File: src/hdl/rks_pkg.sv
// ----------------------------------------------------------------------------
// rks_pkg
// Shared types and constants for the radar keypoint selector.
// ----------------------------------------------------------------------------
package rks_pkg;

  // Range bounds are fixed at 16 bits, their squares at 32 bits
  localparam int unsigned RANGE_W    = 16;
  localparam int unsigned RANGE_SQ_W = 2 * RANGE_W;

  // Configuration register index width
  localparam int unsigned CFG_IDX_W = 3;

  // Reset values of the range window, held as squares
  localparam logic [RANGE_SQ_W-1:0] RANGE_LO_SQ_RST = '0;
  localparam logic [RANGE_SQ_W-1:0] RANGE_HI_SQ_RST = 32'd2147488281; // 46341 squared

  // Configuration register map
  typedef enum logic [CFG_IDX_W-1:0] {
    CFG_RCS_LOW       = 3'd0,
    CFG_RCS_HIGH      = 3'd1,
    CFG_RANGE_LOW     = 3'd2,
    CFG_RANGE_HIGH    = 3'd3,
    CFG_KEY_IS_RANGE  = 3'd4,
    CFG_PICK_SMALLEST = 3'd5
  } cfg_reg_e;

  // Range window and key selection handed to the qualifier
  typedef struct packed {
    logic [RANGE_SQ_W-1:0] range_lo_sq;
    logic [RANGE_SQ_W-1:0] range_hi_sq;
    logic                  key_is_range;
  } rng_cfg_t;

endpackage

File: src/hdl/rks_det_if.sv
// ----------------------------------------------------------------------------
// rks_det_if
// Detection channel: one radar detection per transfer.
// ----------------------------------------------------------------------------
interface rks_det_if #(
  parameter int unsigned COORD_WIDTH = 16,
  parameter int unsigned RCS_WIDTH   = 16
);
  logic                          valid;
  logic                          ready;
  logic signed [COORD_WIDTH-1:0] pos_x;
  logic signed [COORD_WIDTH-1:0] pos_y;
  logic signed [COORD_WIDTH-1:0] pos_z;
  logic signed [RCS_WIDTH-1:0]   cross_section;
  logic                          last_point;

  modport source (
    output valid, pos_x, pos_y, pos_z, cross_section, last_point,
    input  ready
  );
  modport sink (
    input  valid, pos_x, pos_y, pos_z, cross_section, last_point,
    output ready
  );
endinterface

File: src/hdl/rks_res_if.sv
// ----------------------------------------------------------------------------
// rks_res_if
// Result channel: the selected keypoint of one cloud per transfer.
// ----------------------------------------------------------------------------
interface rks_res_if #(
  parameter int unsigned COORD_WIDTH = 16
);
  logic                          valid;
  logic                          ready;
  logic                          found;
  logic signed [COORD_WIDTH-1:0] best_x;
  logic signed [COORD_WIDTH-1:0] best_y;
  logic signed [COORD_WIDTH-1:0] best_z;

  modport source (
    output valid, found, best_x, best_y, best_z,
    input  ready
  );
  modport sink (
    input  valid, found, best_x, best_y, best_z,
    output ready
  );
endinterface

File: src/hdl/rks_cfg_if.sv
// ----------------------------------------------------------------------------
// rks_cfg_if
// Configuration write channel: register index and write data.
// ----------------------------------------------------------------------------
interface rks_cfg_if #(
  parameter int unsigned DATA_WIDTH = 16
);
  logic                           valid;
  logic                           ready;
  logic [rks_pkg::CFG_IDX_W-1:0]  index;
  logic [DATA_WIDTH-1:0]          data;

  modport source (
    output valid, index, data,
    input  ready
  );
  modport sink (
    input  valid, index, data,
    output ready
  );
endinterface

File: src/hdl/rks_qualify.sv
// ----------------------------------------------------------------------------
// rks_qualify
// Window test and ranking key for one detection: squared planar range,
// RCS and range window checks, key selection.
// ----------------------------------------------------------------------------
module rks_qualify #(
  parameter int unsigned COORD_WIDTH = 16,
  parameter int unsigned RCS_WIDTH   = 16,
  parameter int unsigned KEY_W       = 33
) (
  input  logic signed [COORD_WIDTH-1:0] pos_x_i,
  input  logic signed [COORD_WIDTH-1:0] pos_y_i,
  input  logic signed [RCS_WIDTH-1:0]   rcs_i,
  input  logic signed [RCS_WIDTH-1:0]   rcs_low_i,
  input  logic signed [RCS_WIDTH-1:0]   rcs_high_i,
  input  rks_pkg::rng_cfg_t             rng_cfg_i,
  output logic                          ok_o,
  output logic signed [KEY_W-1:0]       key_o
);
  import rks_pkg::*;

  localparam int unsigned SQ_W  = 2 * COORD_WIDTH;
  localparam int unsigned CMP_W = (SQ_W > RANGE_SQ_W) ? SQ_W : RANGE_SQ_W;

  logic [COORD_WIDTH-1:0] ux, uy, ax, ay;
  logic [SQ_W-1:0]        sq_x, sq_y, rsq;
  logic                   rcs_ok, rng_ok;

  // Magnitudes; the most negative code maps onto its unsigned magnitude
  always_comb begin
    ux = pos_x_i;
    uy = pos_y_i;
    ax = ux[COORD_WIDTH-1] ? COORD_WIDTH'(~ux + COORD_WIDTH'(1)) : ux;
    ay = uy[COORD_WIDTH-1] ? COORD_WIDTH'(~uy + COORD_WIDTH'(1)) : uy;
  end

  // Squared planar range, exact in SQ_W bits
  assign sq_x = SQ_W'(ax) * SQ_W'(ax);
  assign sq_y = SQ_W'(ay) * SQ_W'(ay);
  assign rsq  = sq_x + sq_y;

  // Open windows on RCS and squared range
  assign rcs_ok = (rcs_i > rcs_low_i) && (rcs_i < rcs_high_i);
  assign rng_ok = (CMP_W'(rsq) > CMP_W'(rng_cfg_i.range_lo_sq))
               && (CMP_W'(rsq) < CMP_W'(rng_cfg_i.range_hi_sq));
  assign ok_o   = rcs_ok && rng_ok;

  // Ranking key, signed so both kinds compare on one scale
  assign key_o = rng_cfg_i.key_is_range ? KEY_W'($signed({1'b0, rsq}))
                                        : KEY_W'(rcs_i);

endmodule

File: src/hdl/radar_keypoint_select.sv
// ----------------------------------------------------------------------------
// radar_keypoint_select
// Conditional arg-min / arg-max over a stream of radar detections.
// ----------------------------------------------------------------------------
// Detections enter on det_i at up to one per cycle. Each one is registered,
// then tested and ranked against the kept candidate in the following cycle;
// that single compare-and-update loop on the kept key sets the rate of one
// detection per cycle. The result of a cloud is loaded into the output
// register at the edge where its last detection leaves the input register,
// so it reaches res_o through the input register and the output register.
// The result sits in an output register, so later detections keep flowing
// while it waits; only a last detection that meets a result not yet taken
// holds the input until res_o is read. Configuration writes on cfg_i are
// taken in every cycle and belong between clouds.
// ----------------------------------------------------------------------------
module radar_keypoint_select #(
  parameter int unsigned COORD_WIDTH = 16,
  parameter int unsigned RCS_WIDTH   = 16
) (
  input  logic      clk_i,
  input  logic      rst_ni,
  rks_det_if.sink   det_i,
  rks_res_if.source res_o,
  rks_cfg_if.sink   cfg_i
);
  import rks_pkg::*;

  localparam int unsigned KEY_RNG_W = 2 * COORD_WIDTH + 1;
  localparam int unsigned KEY_W     = (KEY_RNG_W > RCS_WIDTH) ? KEY_RNG_W : RCS_WIDTH;
  localparam logic signed [RCS_WIDTH-1:0] RCS_MIN = {1'b1, {(RCS_WIDTH-1){1'b0}}};
  localparam logic signed [RCS_WIDTH-1:0] RCS_MAX = {1'b0, {(RCS_WIDTH-1){1'b1}}};

  // Configuration registers
  logic signed [RCS_WIDTH-1:0] rcs_low_q, rcs_high_q;
  logic [RANGE_SQ_W-1:0]       range_lo_sq_q, range_hi_sq_q;
  logic                        key_is_range_q, pick_smallest_q;
  logic [RANGE_W-1:0]          cfg_range;
  logic [RANGE_SQ_W-1:0]       cfg_range_sq;
  rng_cfg_t                    rng_cfg;

  // Input register
  logic                          s1_valid_q, s1_valid_d;
  logic signed [COORD_WIDTH-1:0] s1_x_q, s1_y_q, s1_z_q;
  logic signed [RCS_WIDTH-1:0]   s1_rcs_q;
  logic                          s1_last_q;
  logic                          s1_advance, s1_fire, det_fire;

  // Kept candidate
  logic                          have_best_q, have_best_d;
  logic signed [KEY_W-1:0]       best_key_q, best_key_d;
  logic signed [COORD_WIDTH-1:0] kept_x_q, kept_y_q, kept_z_q;
  logic signed [COORD_WIDTH-1:0] kept_x_d, kept_y_d, kept_z_d;
  logic                          ok, better, take;
  logic signed [KEY_W-1:0]       key;

  // Output register
  logic                          out_valid_q, out_valid_d;
  logic                          found_q;
  logic signed [COORD_WIDTH-1:0] best_x_q, best_y_q, best_z_q;
  logic                          found_n;
  logic signed [COORD_WIDTH-1:0] nx, ny, nz;

  // --------------------------------------------------------------------------
  // Configuration port; range bounds are squared as they are written
  assign cfg_i.ready  = 1'b1;
  assign cfg_range    = cfg_i.data[RANGE_W-1:0];
  assign cfg_range_sq = RANGE_SQ_W'(cfg_range) * RANGE_SQ_W'(cfg_range);

  always_ff @(posedge clk_i or negedge rst_ni) begin
    if (!rst_ni) begin
      rcs_low_q       <= RCS_MIN;
      rcs_high_q      <= RCS_MAX;
      range_lo_sq_q   <= RANGE_LO_SQ_RST;
      range_hi_sq_q   <= RANGE_HI_SQ_RST;
      key_is_range_q  <= 1'b0;
      pick_smallest_q <= 1'b0;
    end else if (cfg_i.valid && cfg_i.ready) begin
      case (cfg_reg_e'(cfg_i.index))
        CFG_RCS_LOW:       rcs_low_q       <= cfg_i.data[RCS_WIDTH-1:0];
        CFG_RCS_HIGH:      rcs_high_q      <= cfg_i.data[RCS_WIDTH-1:0];
        CFG_RANGE_LOW:     range_lo_sq_q   <= cfg_range_sq;
        CFG_RANGE_HIGH:    range_hi_sq_q   <= cfg_range_sq;
        CFG_KEY_IS_RANGE:  key_is_range_q  <= cfg_i.data[0];
        CFG_PICK_SMALLEST: pick_smallest_q <= cfg_i.data[0];
        default: ;
      endcase
    end
  end

  assign rng_cfg.range_lo_sq  = range_lo_sq_q;
  assign rng_cfg.range_hi_sq  = range_hi_sq_q;
  assign rng_cfg.key_is_range = key_is_range_q;

  // --------------------------------------------------------------------------
  // Handshake: a last detection moves on only if the output register is free
  assign s1_advance  = !s1_last_q || !out_valid_q || res_o.ready;
  assign s1_fire     = s1_valid_q && s1_advance;
  assign det_i.ready = !s1_valid_q || s1_advance;
  assign det_fire    = det_i.valid && det_i.ready;

  always_comb begin
    s1_valid_d = s1_valid_q;
    if (det_fire) begin
      s1_valid_d = 1'b1;
    end else if (s1_fire) begin
      s1_valid_d = 1'b0;
    end
  end

  // Input register
  always_ff @(posedge clk_i or negedge rst_ni) begin
    if (!rst_ni) begin
      s1_valid_q <= 1'b0;
    end else begin
      s1_valid_q <= s1_valid_d;
    end
  end

  always_ff @(posedge clk_i) begin
    if (det_fire) begin
      s1_x_q    <= det_i.pos_x;
      s1_y_q    <= det_i.pos_y;
      s1_z_q    <= det_i.pos_z;
      s1_rcs_q  <= det_i.cross_section;
      s1_last_q <= det_i.last_point;
    end
  end

  // --------------------------------------------------------------------------
  // Window test and key
  rks_qualify #(
    .COORD_WIDTH (COORD_WIDTH),
    .RCS_WIDTH   (RCS_WIDTH),
    .KEY_W       (KEY_W)
  ) u_qualify (
    .pos_x_i    (s1_x_q),
    .pos_y_i    (s1_y_q),
    .rcs_i      (s1_rcs_q),
    .rcs_low_i  (rcs_low_q),
    .rcs_high_i (rcs_high_q),
    .rng_cfg_i  (rng_cfg),
    .ok_o       (ok),
    .key_o      (key)
  );

  // Strict compare keeps the earlier detection on a tie
  assign better = !have_best_q || (pick_smallest_q ? (key < best_key_q) : (key > best_key_q));
  assign take   = ok && better;

  // Candidate after this detection, as seen by the result
  assign found_n = have_best_q || take;
  assign nx      = take ? s1_x_q : kept_x_q;
  assign ny      = take ? s1_y_q : kept_y_q;
  assign nz      = take ? s1_z_q : kept_z_q;

  // Candidate update, cleared once the cloud is closed
  always_comb begin
    have_best_d = have_best_q;
    best_key_d  = best_key_q;
    kept_x_d    = kept_x_q;
    kept_y_d    = kept_y_q;
    kept_z_d    = kept_z_q;
    if (s1_fire) begin
      if (s1_last_q) begin
        have_best_d = 1'b0;
        best_key_d  = '0;
        kept_x_d    = '0;
        kept_y_d    = '0;
        kept_z_d    = '0;
      end else if (take) begin
        have_best_d = 1'b1;
        best_key_d  = key;
        kept_x_d    = s1_x_q;
        kept_y_d    = s1_y_q;
        kept_z_d    = s1_z_q;
      end
    end
  end

  always_ff @(posedge clk_i or negedge rst_ni) begin
    if (!rst_ni) begin
      have_best_q <= 1'b0;
      best_key_q  <= '0;
      kept_x_q    <= '0;
      kept_y_q    <= '0;
      kept_z_q    <= '0;
    end else begin
      have_best_q <= have_best_d;
      best_key_q  <= best_key_d;
      kept_x_q    <= kept_x_d;
      kept_y_q    <= kept_y_d;
      kept_z_q    <= kept_z_d;
    end
  end

  // --------------------------------------------------------------------------
  // Output register
  always_comb begin
    out_valid_d = out_valid_q;
    if (s1_fire && s1_last_q) begin
      out_valid_d = 1'b1;
    end else if (res_o.ready) begin
      out_valid_d = 1'b0;
    end
  end

  always_ff @(posedge clk_i or negedge rst_ni) begin
    if (!rst_ni) begin
      out_valid_q <= 1'b0;
    end else begin
      out_valid_q <= out_valid_d;
    end
  end

  always_ff @(posedge clk_i) begin
    if (s1_fire && s1_last_q) begin
      found_q  <= found_n;
      best_x_q <= found_n ? nx : '0;
      best_y_q <= found_n ? ny : '0;
      best_z_q <= found_n ? nz : '0;
    end
  end

  assign res_o.valid  = out_valid_q;
  assign res_o.found  = found_q;
  assign res_o.best_x = best_x_q;
  assign res_o.best_y = best_y_q;
  assign res_o.best_z = best_z_q;

  // --------------------------------------------------------------------------
  // Assertions

  // Closing a cloud leaves no candidate behind
  a_clear_on_last: assert property (@(posedge clk_i) disable iff (!rst_ni)
    (s1_fire && s1_last_q) |=> !have_best_q)
    else $error("candidate survived the end of a cloud");

  // An empty result carries zero coordinates
  a_empty_zero: assert property (@(posedge clk_i) disable iff (!rst_ni)
    (out_valid_q && !found_q) |-> (best_x_q == '0 && best_y_q == '0 && best_z_q == '0))
    else $error("empty result with non-zero coordinates");

  // Input only stalls behind a last detection blocked by a pending result
  a_stall_cause: assert property (@(posedge clk_i) disable iff (!rst_ni)
    !det_i.ready |-> (s1_valid_q && s1_last_q && out_valid_q && !res_o.ready))
    else $error("input stalled without a pending result");

  // A candidate only appears from a detection leaving the input register
  a_candidate_src: assert property (@(posedge clk_i) disable iff (!rst_ni)
    $rose(have_best_q) |-> $past(s1_fire && !s1_last_q))
    else $error("candidate appeared without a detection");

endmodule

File: src/flat_wrapper.sv
// flat-port wrapper written by rule: the top's interface ports become plain ports
module radar_keypoint_select_flat import rks_pkg::*;
#(
  parameter int unsigned COORD_WIDTH = 16,
  parameter int unsigned RCS_WIDTH   = 16
)
  (clk_i, rst_ni, det_i_valid, det_i_pos_x, det_i_pos_y, det_i_pos_z, det_i_cross_section, det_i_last_point, det_i_ready, res_o_valid, res_o_found, res_o_best_x, res_o_best_y, res_o_best_z, res_o_ready, cfg_i_valid, cfg_i_index, cfg_i_data, cfg_i_ready);
  rks_det_if #(.COORD_WIDTH(COORD_WIDTH), .RCS_WIDTH(RCS_WIDTH)) det_i_i ();
  rks_res_if #(.COORD_WIDTH(COORD_WIDTH)) res_o_i ();
  rks_cfg_if #(.DATA_WIDTH((16))) cfg_i_i ();
  input  logic clk_i;
  input  logic rst_ni;
  input wire logic [$bits(det_i_i.valid)-1:0] det_i_valid;
  input wire logic [$bits(det_i_i.pos_x)-1:0] det_i_pos_x;
  input wire logic [$bits(det_i_i.pos_y)-1:0] det_i_pos_y;
  input wire logic [$bits(det_i_i.pos_z)-1:0] det_i_pos_z;
  input wire logic [$bits(det_i_i.cross_section)-1:0] det_i_cross_section;
  input wire logic [$bits(det_i_i.last_point)-1:0] det_i_last_point;
  output wire logic [$bits(det_i_i.ready)-1:0] det_i_ready;
  output wire logic [$bits(res_o_i.valid)-1:0] res_o_valid;
  output wire logic [$bits(res_o_i.found)-1:0] res_o_found;
  output wire logic [$bits(res_o_i.best_x)-1:0] res_o_best_x;
  output wire logic [$bits(res_o_i.best_y)-1:0] res_o_best_y;
  output wire logic [$bits(res_o_i.best_z)-1:0] res_o_best_z;
  input wire logic [$bits(res_o_i.ready)-1:0] res_o_ready;
  input wire logic [$bits(cfg_i_i.valid)-1:0] cfg_i_valid;
  input wire logic [$bits(cfg_i_i.index)-1:0] cfg_i_index;
  input wire logic [$bits(cfg_i_i.data)-1:0] cfg_i_data;
  output wire logic [$bits(cfg_i_i.ready)-1:0] cfg_i_ready;
  assign det_i_i.valid = det_i_valid;
  assign det_i_i.pos_x = det_i_pos_x;
  assign det_i_i.pos_y = det_i_pos_y;
  assign det_i_i.pos_z = det_i_pos_z;
  assign det_i_i.cross_section = det_i_cross_section;
  assign det_i_i.last_point = det_i_last_point;
  assign det_i_ready = det_i_i.ready;
  assign res_o_valid = res_o_i.valid;
  assign res_o_found = res_o_i.found;
  assign res_o_best_x = res_o_i.best_x;
  assign res_o_best_y = res_o_i.best_y;
  assign res_o_best_z = res_o_i.best_z;
  assign res_o_i.ready = res_o_ready;
  assign cfg_i_i.valid = cfg_i_valid;
  assign cfg_i_i.index = cfg_i_index;
  assign cfg_i_i.data = cfg_i_data;
  assign cfg_i_ready = cfg_i_i.ready;
  radar_keypoint_select #(.COORD_WIDTH(COORD_WIDTH), .RCS_WIDTH(RCS_WIDTH)) u_core (.clk_i(clk_i), .rst_ni(rst_ni), .det_i(det_i_i), .res_o(res_o_i), .cfg_i(cfg_i_i));
endmodule
File: config.mk
export PLATFORM = sky130hd
export DESIGN_NAME = radar_keypoint_select_flat
export DESIGN_NICKNAME = d
export VERILOG_FILES = /design/src/hdl/rks_pkg.sv /design/src/hdl/rks_det_if.sv /design/src/hdl/rks_res_if.sv /design/src/hdl/rks_cfg_if.sv /design/src/hdl/rks_qualify.sv /design/src/hdl/radar_keypoint_select.sv /design/src/flat_wrapper.sv
export SDC_FILE = /design/constraint.sdc
export NUM_CORES = 2
export LEC_CHECK = 0
export BUFFER_PORTS_ARGS = -buffer_cell sky130_fd_sc_hd__buf_2
export CAP_MARGIN = 40
export CORE_MARGIN = 2
export CORE_UTILIZATION = 53
export CTS_BUF_LIST = sky130_fd_sc_hd__clkbuf_4
export DETAILED_ROUTE_END_ITERATION = 7
export PLACE_DENSITY = 0.76
export SLEW_MARGIN = 5
export SYNTH_ARGS = -nofsm -noshare
export SYNTH_HDL_FRONTEND = slang
export SYNTH_HIERARCHICAL = 1
export SYNTH_SLANG_ARGS = --single-unit
File: constraint.sdc
create_clock -name clk_i -period 14.35 [get_ports clk_i]
set_clock_uncertainty 0.15 [all_clocks]
set_input_delay 2.1525 -clock clk_i [delete_from_list [all_inputs] [get_ports clk_i]]
set_output_delay 2.1525 -clock clk_i [all_outputs]
set_load 0.02 [all_outputs]
==> impl_results.rst <==
.. list-table::
   :header-rows: 1

   * - Metric
     - Value
   * - Status
     - complete, no violations
   * - Post-Syn Area
     - about 0.038 mm²
   * - Critical path startpoint category
     - flip-flop
   * - YS warnings
     - 6
   * - Endpoints failing setup
     - 0
   * - Relative slew slack
     - 0.3300
   * - First-pass GRT wire length
     - ~150000 µm
   * - Critical path's most frequent cell
     - fa_1
   * - Maximum fanout along the worst path
     - 144
   * - Number of vias in the routed layout
     - 27.59k
   * - Fin worst setup slack
     - 1186 ps
   * - Highest-count cells in the layout ignoring fill and taps
     - 983 x inv_1, 547 x fa_1, 419 x ha_1
   * - Fillcell total
     - a little over 6k
   * - Most frequent standard cell in the layout excluding fill and tap cells
     - inv_1
   * - Setup slack at placement
     - 1358 ps
   * - Number of max-slew violations in the final report
     - 0
   * - Max Root-Sink Buffers
     - 3
   * - Required time of the worst setup path
     - 14690 ps
   * - Post-CTS setup buffers
     - 0
   * - Register bit count reported by yosys
     - just under 300
   * - Clock edge transition at the registers on the reported setup and hold paths
     - 70 ps
   * - Num Clock Sinks
     - around 290
   * - Setup crit end kind
     - flip-flop
   * - Aggregate negative setup slack
     - 0 ps
   * - Initial antenna violation count
     - 2
   * - RSZ-0062 raised after global routing
     - no
   * - 1st-iter DRT viols
     - 1887
   * - Fraction of synthesis flops using an asynchronous set or reset pin
     - 0.6122
   * - Count of H-tree levels built during CTS
     - 3
   * - Average via count per standard cell
     - about 5.4
   * - Area growth from synthesis to final layout
     - 7.713%
   * - Min Tclk post-route
     - 13160 ps
   * - Worst skew pair latency
     - roughly 800 ps
   * - Share of the yosys chip area belonging to registers
     - 0.2100
   * - Number of search-and-repair iterations in the first detailed-routing pass
     - 8
   * - Final estimated routing congestion in global placement
     - 0.9633
   * - Crit Path Category
     - reg2reg
   * - Total congestion overflow
     - 0
   * - Post-detailed-route DRC marker count
     - 0
   * - Initial standard-cell utilization of the core
     - 0.5326
   * - CTS hold repair buffers
     - 0
   * - Synth Flop Type
     - dfrtp_1
   * - Fmax
     - 0.07596 GHz
   * - Area of the die
     - 0.07362 mm²
   * - Gr usage total
     - 0.2529
   * - Proportion of layout cells with a drive suffix above 1
     - 0.1021
   * - DIE WIDTH
     - between 200 and 300 µm
   * - Cells after Synth
     - 3985
   * - Netlist cell types
     - 80
   * - Pin slew with the least headroom to its limit
     - 998.3 ps
   * - Hpwl dp
     - 71690 µm
   * - Crit path max-delay cell type
     - fa_1
   * - Area of the core
     - 0.07112 mm²
   * - Number of global-route vias before repair
     - between 20k and 30k
   * - Slowest cell delay on critical path
     - roughly 570 ps
   * - Clock buffers created by TritonCTS
     - 76
   * - Largest net degree at the start of global routing
     - 146
   * - Vertical die dimension
     - approximately 270 µm
   * - Number of gates resized after CTS
     - 0
   * - Share of the cycle needed by the critical path after routing
     - 0.9174
   * - Count of endpoints failing hold in the final timing report
     - 0
   * - EDFF count, synth
     - 114
   * - Clock tree from TritonCTS
     - built
   * - Cell row count
     - 98
   * - Routed wire length
     - 89690 µm
   * - Buffer type at the clock tree root
     - clkbuf_4
   * - Count of buffers from port buffering
     - 139
   * - Mapped Avg Cell Area
     - 9.505 µm²
   * - Number of nets in the layout
     - 5192
   * - Type of the tightest min-delay check
     - reg2reg
   * - Routed wire per std cell
     - 17.42 µm
   * - Count of nets left with antenna violations after detail routing
     - 0
   * - Maximum capacitance violations
     - 0
   * - WP data arrival
     - 13500 ps
   * - Number of top-level pins
     - approximately 140
## state kept, by name, summed over array words and instances (netlist names)
signal,count
u_core/range_lo_sq_q,31
u_core/s1_z_q,16
u_core/key_is_range_q,1
u_core/range_hi_sq_q,31
u_core/s1_last_q,1
u_core/res_o.found,1
u_core/kept_y_q,16
u_core/res_o.best_x,16
u_core/res_o.best_z,16
u_core/s1_rcs_q,16
u_core/rcs_high_q,16
u_core/kept_x_q,16
u_core/res_o.valid,1
u_core/s1_valid_q,1
u_core/pick_smallest_q,1
u_core/res_o.best_y,16
u_core/kept_z_q,16
u_core/s1_y_q,16
u_core/have_best_q,1
u_core/s1_x_q,16
u_core/best_key_q,33
u_core/rcs_low_q,16
## worst max-delay path, delay by kind of cell (launching register included)
family | cells | cell delay [ps]
adders and majority gates | 11 | 4900
AOI/OAI and AO/OA | 15 | 3630
buffers and inverters | 9 | 1760
and+or+nand+nor | 8 | 1470
DFF | 1 | 550
xor gates and xnor gates | 1 | 160
muxes | 1 | 160
## Yosys cell counts, types with 65 or more instances
master    number  area [µm²]
inv_1        983        3690
nor2_1       200       750.7
a21o_1        85       638.1
ha_1         419        5243
xnor2_1       65       569.3
o21ai_0      160       800.8
fa_1         547       10950
clkbuf_1     127       476.7
edfxtp_1     114        3423
nand2_1      331        1242
a21oi_1      136       680.7
dfrtp_1      158        3954
## cell type report
cell class,count,area [µm²],share of cell area
Clock buffer,115,863.3,0.02116
Antenna cell,4,10.01,0.0002453
Inverter,998,3746,0.09182
Sequential cell,294,7955,0.1950
Timing Repair Buffer,190,1142,0.02800
Clock inverter,20,133.9,0.003281
Tap cell,950,1189,0.02913
Multi-Input combinational cell,2577,25760,0.6314
## stage by stage
| stage | hold slack (ps) | utilization | area (µm²) | instances |
|---|---|---|---|---|
| floorplan | 298.5 | - | 37960 | 4008 |
| global placement | 311.8 | 0.5590 | 39760 | 5007 |
| detailed placement | 319.7 | 0.5595 | 39790 | 5009 |
| CTS | 331.5 | 0.5735 | 40790 | 5144 |
| global route | 352.8 | 0.5737 | 40800 | 5148 |
| finish | 325.4 | 0.5737 | 40800 | 5148 |
## final timing paths
path	from	to	slack [ps]	cells after the start
min in group asynchronous	rst_ni	u_core/kept_z_q[13]	1140	1
worst max register to register	u_core/s1_y_q[0]	u_core/res_o.best_z[12]	1190	45
worst max-delay path	u_core/s1_y_q[0]	u_core/res_o.best_z[12]	1190	45
worst min-delay path	u_core/range_hi_sq_q[31]	u_core/range_hi_sq_q[31]	330	2
max in group asynchronous	rst_ni	u_core/range_lo_sq_q[25]	11040	4
worst min register to register	u_core/range_hi_sq_q[31]	u_core/range_hi_sq_q[31]	330	2
## logic make-up (layout without fill, tap and decap cells)
| logic type | count (synthesis) | count (layout) | share of synthesized area |
|---|---|---|---|
| AO/OA/AOI/OAI | 580 | 580 | 0.09973 |
| XOR/XNOR | 107 | 107 | 0.02514 |
| adder cells (fa/ha/maj) | 966 | 966 | 0.4275 |
| buffers and inverters | 1137 | 1323 | 0.1139 |
| flip-flops | 294 | 294 | 0.2100 |
| multiplexers | 59 | 59 | 0.01741 |
| other | 4 | 31 | 0.0003963 |
| AND/OR/NAND/NOR | 838 | 838 | 0.1058 |
## metal layers
layer  GRT usage  wire [µm]
met5           0          0
met4     0.08950       3169
met3     0.03494       4245
met2      0.4289      44330
met1      0.3330      37940
Power is not shown: default switching activity piles up to over one toggle a cycle in this logic, so the estimate is an artifact.
